## src/b64c_pkg.sv

```systemverilog
// base64 codec package: types, character constants and alphabet functions
// used by the core and the result stage; no dependencies

package b64c_pkg;

    localparam logic       DIR_ENCODE   = 1'b0;
    localparam logic       DIR_DECODE   = 1'b1;
    localparam logic [7:0] PAD_CHAR     = 8'h3D;
    localparam logic [7:0] INVALID_CHAR = 8'hFF;
    localparam int         MAX_RESULTS  = 4;

    typedef struct packed {
        logic [MAX_RESULTS-1:0][7:0] data;
        logic [1:0]                  last_idx;
        logic                        data_valid;
        logic                        last;
        logic                        status;
    } bundle_t;

    function automatic logic [7:0] enc_char(input logic [5:0] v);
        logic [7:0] c;
        if (v < 6'd26) begin
            c = 8'h41 + {2'b00, v};
        end else if (v < 6'd52) begin
            c = 8'h61 + {2'b00, v} - 8'd26;
        end else if (v < 6'd62) begin
            c = 8'h30 + {2'b00, v} - 8'd52;
        end else if (v == 6'd62) begin
            c = 8'h2B;
        end else begin
            c = 8'h2F;
        end
        return c;
    endfunction

    function automatic logic [7:0] dec_char(input logic [7:0] c);
        logic [7:0] v;
        if (c >= 8'h41 && c <= 8'h5A) begin
            v = c - 8'h41;
        end else if (c >= 8'h61 && c <= 8'h7A) begin
            v = c - 8'h61 + 8'd26;
        end else if (c >= 8'h30 && c <= 8'h39) begin
            v = c - 8'h30 + 8'd52;
        end else if (c == 8'h2B) begin
            v = 8'd62;
        end else if (c == 8'h2F) begin
            v = 8'd63;
        end else begin
            v = INVALID_CHAR;
        end
        return v;
    endfunction

endpackage

```

## src/b64c_core.sv

```systemverilog
// base64 codec core: input register, group state and the encode/decode logic
// that turns one request into a bundle of up to four results; uses b64c_pkg

module b64c_core
    import b64c_pkg::*;
(
    input  logic       aclk,
    input  logic       aresetn,
    input  logic       cfg_wr_en,
    input  logic       cfg_wr_data,
    input  logic [7:0] s_data_in,
    input  logic       s_last_in,
    input  logic       s_valid,
    output logic       s_ready,
    output bundle_t    ld_bundle,
    output logic       ld_valid,
    input  logic       ld_ready
);

    logic        dir_reg;
    logic        in_valid_reg;
    logic [7:0]  data_reg;
    logic        last_reg;
    logic [23:0] gb_reg, gb_next;
    logic [1:0]  pos_reg, pos_next;
    logic        stop_reg, stop_next;

    logic [2:0]  res_cnt;
    logic        xfer;
    logic [23:0] gb_enc;
    logic [23:0] gb_dec;
    logic [7:0]  cv;
    logic [7:0]  c0, c1, c2, c3;
    bundle_t     bnd;

    always_comb begin
        gb_enc = gb_reg;
        case (pos_reg)
            2'd0:    gb_enc = gb_reg | {data_reg, 16'h0000};
            2'd1:    gb_enc = gb_reg | {8'h00, data_reg, 8'h00};
            default: gb_enc = gb_reg | {16'h0000, data_reg};
        endcase
        c0 = enc_char(gb_enc[23:18]);
        c1 = enc_char(gb_enc[17:12]);
        c2 = enc_char(gb_enc[11:6]);
        c3 = enc_char(gb_enc[5:0]);
        cv = dec_char(data_reg);
        gb_dec = {gb_reg[17:0], 6'b000000} | {16'h0000, cv};
    end

    always_comb begin
        gb_next         = gb_reg;
        pos_next        = pos_reg;
        stop_next       = stop_reg;
        res_cnt         = 3'd0;
        bnd.data        = '0;
        bnd.data_valid  = 1'b1;
        bnd.last        = last_reg;
        bnd.status      = 1'b0;
        if (dir_reg == DIR_ENCODE) begin
            if (pos_reg == 2'd2) begin
                res_cnt  = 3'd4;
                bnd.data = {c3, c2, c1, c0};
                gb_next  = '0;
                pos_next = 2'd0;
            end else if (last_reg) begin
                res_cnt  = 3'd4;
                bnd.data = {PAD_CHAR, (pos_reg == 2'd1) ? c2 : PAD_CHAR, c1, c0};
            end else begin
                gb_next  = gb_enc;
                pos_next = pos_reg + 2'd1;
            end
        end else begin
            if (!stop_reg) begin
                case (pos_reg)
                    2'd0: begin
                        gb_next = {16'h0000, cv};
                    end
                    2'd1: begin
                        gb_next     = gb_dec;
                        res_cnt     = 3'd1;
                        bnd.data[0] = gb_dec[11:4];
                    end
                    default: begin
                        if (data_reg == PAD_CHAR) begin
                            stop_next = 1'b1;
                        end else begin
                            gb_next     = gb_dec;
                            res_cnt     = 3'd1;
                            bnd.data[0] = (pos_reg == 2'd2) ? gb_dec[9:2] : gb_dec[7:0];
                        end
                    end
                endcase
            end
            pos_next   = pos_reg + 2'd1;
            bnd.status = last_reg && (pos_reg != 2'd3);
        end
        if (last_reg) begin
            if (res_cnt == 3'd0) begin
                res_cnt        = 3'd1;
                bnd.data_valid = 1'b0;
            end
            gb_next   = '0;
            pos_next  = 2'd0;
            stop_next = 1'b0;
        end
        bnd.last_idx = 2'(res_cnt - 3'd1);
    end

    assign ld_bundle = bnd;
    assign ld_valid  = in_valid_reg && (res_cnt != 3'd0);
    assign xfer      = in_valid_reg && ((res_cnt == 3'd0) || ld_ready);
    assign s_ready   = !in_valid_reg || xfer;

    always_ff @(posedge aclk) begin
        if (!aresetn) begin
            dir_reg      <= DIR_ENCODE;
            in_valid_reg <= 1'b0;
            gb_reg       <= '0;
            pos_reg      <= 2'd0;
            stop_reg     <= 1'b0;
        end else begin
            if (s_valid && s_ready) begin
                in_valid_reg <= 1'b1;
            end else if (xfer) begin
                in_valid_reg <= 1'b0;
            end
            if (cfg_wr_en) begin
                dir_reg  <= cfg_wr_data;
                gb_reg   <= '0;
                pos_reg  <= 2'd0;
                stop_reg <= 1'b0;
            end else if (xfer) begin
                gb_reg   <= gb_next;
                pos_reg  <= pos_next;
                stop_reg <= stop_next;
            end
        end
    end

    always_ff @(posedge aclk) begin
        if (s_valid && s_ready) begin
            data_reg <= s_data_in;
            last_reg <= s_last_in;
        end
    end

endmodule

```

## src/b64c_emit.sv

```systemverilog
// base64 codec result stage: holds one bundle and hands its results out
// one per cycle on the m_ channel while m_ready is high; uses b64c_pkg

module b64c_emit
    import b64c_pkg::*;
(
    input  logic       aclk,
    input  logic       aresetn,
    input  bundle_t    ld_bundle,
    input  logic       ld_valid,
    output logic       ld_ready,
    output logic [7:0] m_data_out,
    output logic       m_data_valid,
    output logic       m_last_out,
    output logic       m_status,
    output logic       m_valid,
    input  logic       m_ready
);

    bundle_t    bnd_reg;
    logic       bvalid_reg;
    logic [1:0] idx_reg;
    logic       take;
    logic       final_take;
    logic       at_end;

    assign at_end     = (idx_reg == bnd_reg.last_idx);
    assign take       = bvalid_reg && m_ready;
    assign final_take = take && at_end;
    assign ld_ready   = !bvalid_reg || final_take;

    assign m_valid      = bvalid_reg;
    assign m_data_out   = bnd_reg.data[idx_reg];
    assign m_data_valid = bnd_reg.data_valid;
    assign m_last_out   = bnd_reg.last && at_end;
    assign m_status     = bnd_reg.status && at_end;

    always_ff @(posedge aclk) begin
        if (!aresetn) begin
            bvalid_reg <= 1'b0;
            idx_reg    <= 2'd0;
        end else if (ld_valid && ld_ready) begin
            bvalid_reg <= 1'b1;
            idx_reg    <= 2'd0;
        end else if (final_take) begin
            bvalid_reg <= 1'b0;
        end else if (take) begin
            idx_reg <= idx_reg + 2'd1;
        end
    end

    always_ff @(posedge aclk) begin
        if (ld_valid && ld_ready) begin
            bnd_reg <= ld_bundle;
        end
    end

endmodule

```

## src/base64_stream_codec.sv

```systemverilog
// Base64 stream codec (RFC 4648) built from b64c_core and b64c_emit; uses b64c_pkg.
// Direction comes from cfg_wr_data (0 encode, 1 decode), written while idle; a
// write also restarts the current group. A request is taken into an input
// register and turned combinationally into up to four results, held in a
// result register and sent one per cycle while m_ready is high. Requests are
// accepted every cycle as long as the result register drains: decode gives at
// most one result per character, so it runs at one character a cycle; encode
// gives four characters per three bytes, so the single result port sets the
// pace. A final request with nothing to decode gives one end marker
// (m_data_valid low). m_status is set on the final result when a decoded
// message length is not a multiple of four.

module base64_stream_codec
    import b64c_pkg::*;
(
    input  logic       aclk,
    input  logic       aresetn,
    input  logic       cfg_wr_en,
    input  logic       cfg_wr_data,
    input  logic [7:0] s_data_in,
    input  logic       s_last_in,
    input  logic       s_valid,
    output logic       s_ready,
    output logic [7:0] m_data_out,
    output logic       m_data_valid,
    output logic       m_last_out,
    output logic       m_status,
    output logic       m_valid,
    input  logic       m_ready
);

    bundle_t ld_bundle;
    logic    ld_valid;
    logic    ld_ready;

    b64c_core u_core (
        .aclk        (aclk),
        .aresetn     (aresetn),
        .cfg_wr_en   (cfg_wr_en),
        .cfg_wr_data (cfg_wr_data),
        .s_data_in   (s_data_in),
        .s_last_in   (s_last_in),
        .s_valid     (s_valid),
        .s_ready     (s_ready),
        .ld_bundle   (ld_bundle),
        .ld_valid    (ld_valid),
        .ld_ready    (ld_ready)
    );

    b64c_emit u_emit (
        .aclk         (aclk),
        .aresetn      (aresetn),
        .ld_bundle    (ld_bundle),
        .ld_valid     (ld_valid),
        .ld_ready     (ld_ready),
        .m_data_out   (m_data_out),
        .m_data_valid (m_data_valid),
        .m_last_out   (m_last_out),
        .m_status     (m_status),
        .m_valid      (m_valid),
        .m_ready      (m_ready)
    );

endmodule

```

## config.mk

```make
export PLATFORM = sky130hd
export DESIGN_NAME = base64_stream_codec
export DESIGN_NICKNAME = d
export VERILOG_FILES = /design/src/b64c_pkg.sv /design/src/b64c_core.sv /design/src/b64c_emit.sv /design/src/base64_stream_codec.sv
export SDC_FILE = /design/constraint.sdc
export NUM_CORES = 1
export LEC_CHECK = 0
export BUFFER_PORTS_ARGS = -buffer_cell sky130_fd_sc_hd__buf_2
export CORE_ASPECT_RATIO = 0.9
export CORE_MARGIN = 2
export CORE_UTILIZATION = 50
export DETAILED_ROUTE_END_ITERATION = 10
export PLACE_DENSITY = 0.67
export REMOVE_ABC_BUFFERS = 1
export SYNTH_ARGS = -nofsm -noshare
export SYNTH_HDL_FRONTEND = slang
export SYNTH_SLANG_ARGS = --single-unit
```

## constraint.sdc

```tcl
create_clock -name aclk -period 7.4 [get_ports aclk]
set_input_delay 1.48 -clock aclk [delete_from_list [all_inputs] [get_ports aclk]]
set_output_delay 1.48 -clock aclk [all_outputs]
set_load 0.02 [all_outputs]
```

### Word-level counts from Yosys, hierarchy flattened

Cells that the tools add are included.

| storage, ports and cells | value |
|---|---|
| logic and storage cells | 172 |
| RAM bits | 0 |
| bits in registers | 78 |
| bits of input ports | 15 |
| memories | 0 |
| latch bits | 0 |
| memory bits (read-only) | 0 |
| output and inout port bits | 13 |

| operators by class | value |
|---|---|
| bitwise logic cells | 6 |
| div/mod/pow operators | 0 |
| order comparisons | 19 |
| $add $sub $neg | 28 |
| multiplexer cells | 59 |
| shifts and indexed selects | 0 |
| eq/ne operators | 13 |
| reductions and logical operators | 30 |
| $mul | 0 |

Operators with widths:

| cell | number |
|---|---|
| $mux W8 | 23 |
| $mux W24 | 5 |
| $pmux W24 S2 | 2 |
| $add A7 B6 Y8 const A | 8 |
| $lt A6 B6 Y1 const B | 8 |
| $or A24 B8 Y24 | 2 |
| $sub A8 B6 Y8 const B | 5 |
| $mux W32 | 1 |
| $sub A8 B5 Y8 const B | 4 |
| $mux W3 | 10 |
| $mux W30 | 1 |
| $add A6 B6 Y7 const A | 4 |
| $eq A6 B6 Y1 const B | 4 |
| $eq A8 B6 Y1 const B | 3 |
| $lt A6 B5 Y1 const B | 4 |
| $or A24 B16 Y24 | 1 |
| $or A24 B24 Y24 | 1 |
| $bmux W8 S2 | 1 |
| $ge A8 B7 Y1 const B | 2 |
| $le A8 B7 Y1 const B | 2 |
| $pmux W8 S2 | 1 |
| $sub A8 B7 Y8 const B | 2 |
| $logic_and A1 B1 Y1 | 12 |
| $mux W1 | 11 |
| 25 further kinds | 38 |

### Longest topological paths before layout

| logic depth | value |
|---|---|
| depth after elaboration | 14 |
| gate-level depth with buffers | 12 |

### Hierarchy

A second synthesis with hierarchy kept.

| second synthesis, totals | value |
|---|---|
| cells, all modules | 661 |
| area total of the unflattened synthesis | 5870.6 um^2 |

Modules (own cells, without submodules):

| module | sequential area each (um^2) | instances | cells each | area an instance (um^2) |
|---|---|---|---|---|
| b64c_core | 850.8 | 1 | 588 | 4346.7 |
| b64c_emit | 1171.1 | 1 | 73 | 1524.0 |

### Worst setup path after synthesis

Ideal clock, no wire load.

| timing | value |
|---|---|
| kind | input-to-reg |
| start | in m_ready |
| end | reg u_emit.bnd_reg[0] (netlist bit) (enable) |
| setup slack | 3.889 ns |
| data arrival time | 3.082 ns |
| cell stages on the path | 2 |
| buffers on the path | 0 |
| cell sequence | a21oi_1 -> nor2_1 |

| between the ends | value |
|---|---|
| word-level cells in the longest chain between the ends | 4 |

RTL lines:

| item | RTL line | text |
|---|---|---|
| start, declared | base64_stream_codec.sv:29 | `input logic m_ready` |
| $logic_and A1 B1 Y1 | b64c_emit.sv:28 | `assign take = bvalid_reg && m_ready;` |
| $logic_and A1 B1 Y1 | b64c_emit.sv:29 | `assign final_take = take && at_end;` |
| $logic_or A1 B1 Y1 | b64c_emit.sv:30 | `assign ld_ready = !bvalid_reg \|\| final_take;` |
| $logic_and A1 B1 Y1 | b64c_emit.sv:53 | `if (ld_valid && ld_ready) begin` |
| end signal, assigned | b64c_emit.sv:54 | `bnd_reg <= ld_bundle;` |
| end, declared | b64c_emit.sv:20 | `bundle_t bnd_reg;` |

No other way between the ends.
A chain may end at the register's enable or synchronous reset.

### Worst setup path in the final report

| timing | value |
|---|---|
| start | reg u_core.data_reg[1] |
| end | out s_ready |

| between the ends | value |
|---|---|
| word-level cells in the longest chain between the ends | 12 |

RTL lines:

| item | RTL line | text |
|---|---|---|
| start, declared | b64c_core.sv:22 | `logic [7:0] data_reg;` |
| start signal, assigned | b64c_core.sv:143 | `data_reg <= s_data_in;` |
| $eq A8 B6 Y1 * | b64c_core.sv:85 | `if (data_reg == PAD_CHAR) begin` |
| $mux W1 * | b64c_core.sv:85 |  |
| $pmux W3 S2 * | b64c_core.sv:75 | `case (pos_reg)` |
| $mux W3 * | b64c_core.sv:74 | `if (!stop_reg) begin` |
| $mux W3 * | b64c_core.sv:60 | `if (dir_reg == DIR_ENCODE) begin` |
| $logic_not A3 Y1 | b64c_core.sv:99 | `if (res_cnt == 3'd0) begin` |
| $mux W3 | b64c_core.sv:99 |  |
| $mux W3 * | b64c_core.sv:98 | `if (last_reg) begin` |
| $logic_not A3 Y1 * | b64c_core.sv:112 | `assign xfer = in_valid_reg && ((res_cnt == 3'd0) \|\| ld_ready);` |
| $logic_or A1 B1 Y1 * | b64c_core.sv:112 |  |
| $logic_and A1 B1 Y1 * | b64c_core.sv:112 |  |
| $logic_or A1 B1 Y1 * | b64c_core.sv:113 | `assign s_ready = !in_valid_reg \|\| xfer;` |
| end, declared | base64_stream_codec.sv:23 | `output logic s_ready,` |

Mark *: on every way between the ends. The rest lies on a longest branch, timed or not.

==> reports/qor.csv <==
stage,metric,value,unit
outcome,status,completed,
detailed_routing,WL per Instance,20.6,um
setup_path,critical path required time,5920,ps
placement,Area after DPL,6530,um2
synth,simple-gate share of the synthesized area,0.186,
timing,final slew viol count,0,
placement,RePlAce Congestion,0.996,
setup_path,crit start category,flop,
timing,min Tclk post-route,4140,ps
setup_path,critical path endpoint category,primary output,
detailed_routing,Avg Vias per Cell,6.52,
cts,cts bufs inserted,9,
timing,"Worst Setup Slack, final",3260,ps
job,number of max-cap violations,0,
synth,XOR/XNOR Fraction of Synth Area,0.0318,
cts,Clock transition at path regs,50,ps
cts,clk_lat worst skew,350,ps
worst_hold_path,Hold WC Path Type,flop to flop,
global_route,vias in the first global route,5285,
synth,Syn Area/Cell,8.93,um2
cells_and_area,number of diodes,0,
timing,Worst slew margin,0.161,
detailed_routing,final wirelength,18200,um
synth,ys flop type,edfxtp_1,
setup_path,CP max FO,11,
die,Boundary Pins,28,
power,Leak Pwr,2.53,nW
timing,RSZ-0062 raised after global routing,false,
cells_and_area,Syn-to-layout area delta,7.98,%
cts,TritonCTS clock tree,yes,
die,chip width,123,um
setup_path,Arrival @ worst endpoint,2660,ps
detailed_routing,number of DRC markers in iteration 0,521,
power,clock power share,0.413,
power,maximum VDD drop,0.112,mV
timing,# setup viols final,0,
detailed_routing,DR DRC count,0,
power,register share of total power,0.427,
global_route,GRT Total Usage,0.271,
die,Initial Util,0.505,
timing,Final Cycle Share,0.560,
timing,WHS,504,ps
cells_and_area,NumNets Final,772,
synth,multiplexer area fraction after synthesis,0.0381,
detailed_routing,drt pass-1 iters,6,
cells_and_area,layout cells sized above 1,0.139,
synth,"flops & latches, synth",77,
cts,hold-fix buffers at CTS,0,
detailed_routing,Post-DRT Antenna Nets,0,
die,row cnt,39,
cts,htree depth,3,
global_route,grt ovf,0,
cts,root buf cell,clkbuf_16,
timing,Setup TNS,0,ps
cells_and_area,Layout Utilization,0.546,
die,core footprint,12500,um2
cells_and_area,number of flip-flops in the largest register,35,
global_route,first-pass GRT wire length,28700,um
cts,Post-CTS Setup Inserts,0,
power,P_int,0.000835,W
timing,worst-margin pin slew,1260,ps
synth,largest family of logic cells by synthesized area,compound AO/OA/AOI/OAI gates,
placement,HPWL Detailed,13500,um
detailed_routing,via count,5742,
die,die footprint,13600,um2
power,Switching Fraction,0.279,
placement,Place WS,3460,ps
synth,sequential share of the synthesized area,0.314,
synth,Synth Area in Adders,0.0888,
synth,Cells after Synth,710,
die,die height,111,um
timing,final clock skew,8.83,ps
power,pwr dens,169,nW/um2
setup_path,Setup Crit Path Kind,flop to primary output,
global_route,largest net degree at the start of global routing,39,
synth,Post-synth ARST share,0,
placement,Port Buffer Count,27,
timing,Peak Freq,242,MHz
synth,Synth Area in Compound Gates,0.285,
power,logic gate share of total power,0.161,
synth,Post-synth EDFFs,45,
synth,Yosys cell types,88,
power,NetSw,0.000324,W
synth,Yosys warnings,0,
cts,PostCTS Resize Cnt,0,
cells_and_area,Final Cell Area,6840,um2
synth,Post-Synthesis Cell Area,6340,um2
cts,Longest Clk Path Bufs,2,
global_route,initial antenna violation count,0,
timing,Hold Fails Final Rpt,0,
cts,clock sink total,77,
-- through the flow --
stage,std cells,total power [W]
finish,881,0.00116
floorplan,668,0.000626
global placement,865,0.000682
detailed placement,865,0.000684
CTS,881,0.00116
global route,881,0.00120
-- layout make-up --
class | count | area, um2
fillers | 1126 | 5700
multi-input cells | 550 | 3990
flip-flops and latches | 77 | 1990
clock buffers | 10 | 229
well taps | 164 | 205
repair buffers | 33 | 180
inverters | 41 | 154
clock inverters | 6 | 88.8
-- final timing paths --
path                                 endpoint  slack, ps                      startpoint  cells past startpoint
max                                   s_ready       3260    u_core.data_reg[1]$_DFFE_PP_                      9
min            u_core.gb_reg[23]$_SDFFE_PP0P_        500  u_core.gb_reg[23]$_SDFFE_PP0P_                      2
max reg2reg  u_emit.bnd_reg[25]$_SDFFCE_PP0P_       3290  u_core.pos_reg[0]$_SDFFE_PP0P_                      9
min reg2reg    u_core.gb_reg[23]$_SDFFE_PP0P_        500  u_core.gb_reg[23]$_SDFFE_PP0P_                      2
-- layout by cell type (no fill, tap or decap), types with 8 or more instances in the layout --
cell type / n
nand3_1: 21
nand2_1: 61
a22o_1: 8
a21o_1: 16
a22oi_1: 19
nand2b_1: 10
edfxtp_1: 45
buf_2: 27
ha_1: 45
a21oi_1: 55
inv_1: 36
o21ai_0: 25
dfxtp_1: 32
a211oi_2: 10
nor2b_1: 13
nor3_1: 12
o211ai_1: 13
mux4_2: 8
nor2_1: 55
a211oi_1: 15
clkbuf_16: 9
a31oi_1: 8
xnor2_1: 17
-- power by group through the flow --
| stage | logic [W] | registers, W | clock network [W] |
|---|---|---|---|
| after floorplan | 0.000133 | 0.000493 | 0 |
| after global placement | 0.000180 | 0.000502 | 0 |
| after detailed placement | 0.000182 | 0.000502 | 0 |
| after CTS | 0.000183 | 0.000493 | 0.000483 |
| after global routing | 0.000204 | 0.000496 | 0.000500 |
| final | 0.000186 | 0.000494 | 0.000478 |
-- kinds of logic (layout without fill, tap and decap cells) --
logic type | count (synthesis) | after routing
AOI/OAI and AO/OA | 244 | 244
muxes | 14 | 14
buffers and inverters | 83 | 90
DFF | 77 | 77
xor gates and xnor gates | 23 | 23
adders and majority gates | 45 | 45
and+or+nand+nor | 224 | 224
-- routing by layer --
metal  vias up  track usage  share of wire  routed length [um]
met4         0       0.0828          0.020                 359
met3        27       0.0427          0.083                1510
met5         -            0              0                   0
met2       282        0.406           0.45                8230
met1      2751        0.400           0.44                8060
li1       2682            -              -                   -
-- cell usage after synthesis, drive strengths merged (21+ instances only) --
library cell	n	area, um2
ha	45	563
inv	40	150
edfxtp	45	1350
nand2	61	229
nand3	21	105
nor2	58	228
buf	25	141
a211oi	25	238
a21oi	58	309
dfxtp	32	641
o21ai	28	140
-- critical path: stages, from the launching register on --
cell and delay [ps]:
edfxtp_1 630, inv_1 270, ha_1 340, nand2_1 150, o211ai_2 380, nand2_1 100
nand2_1 160, nor2_1 80, inv_1 60, buf_2 150
Note: power is estimated with default switching activity, not from simulation.
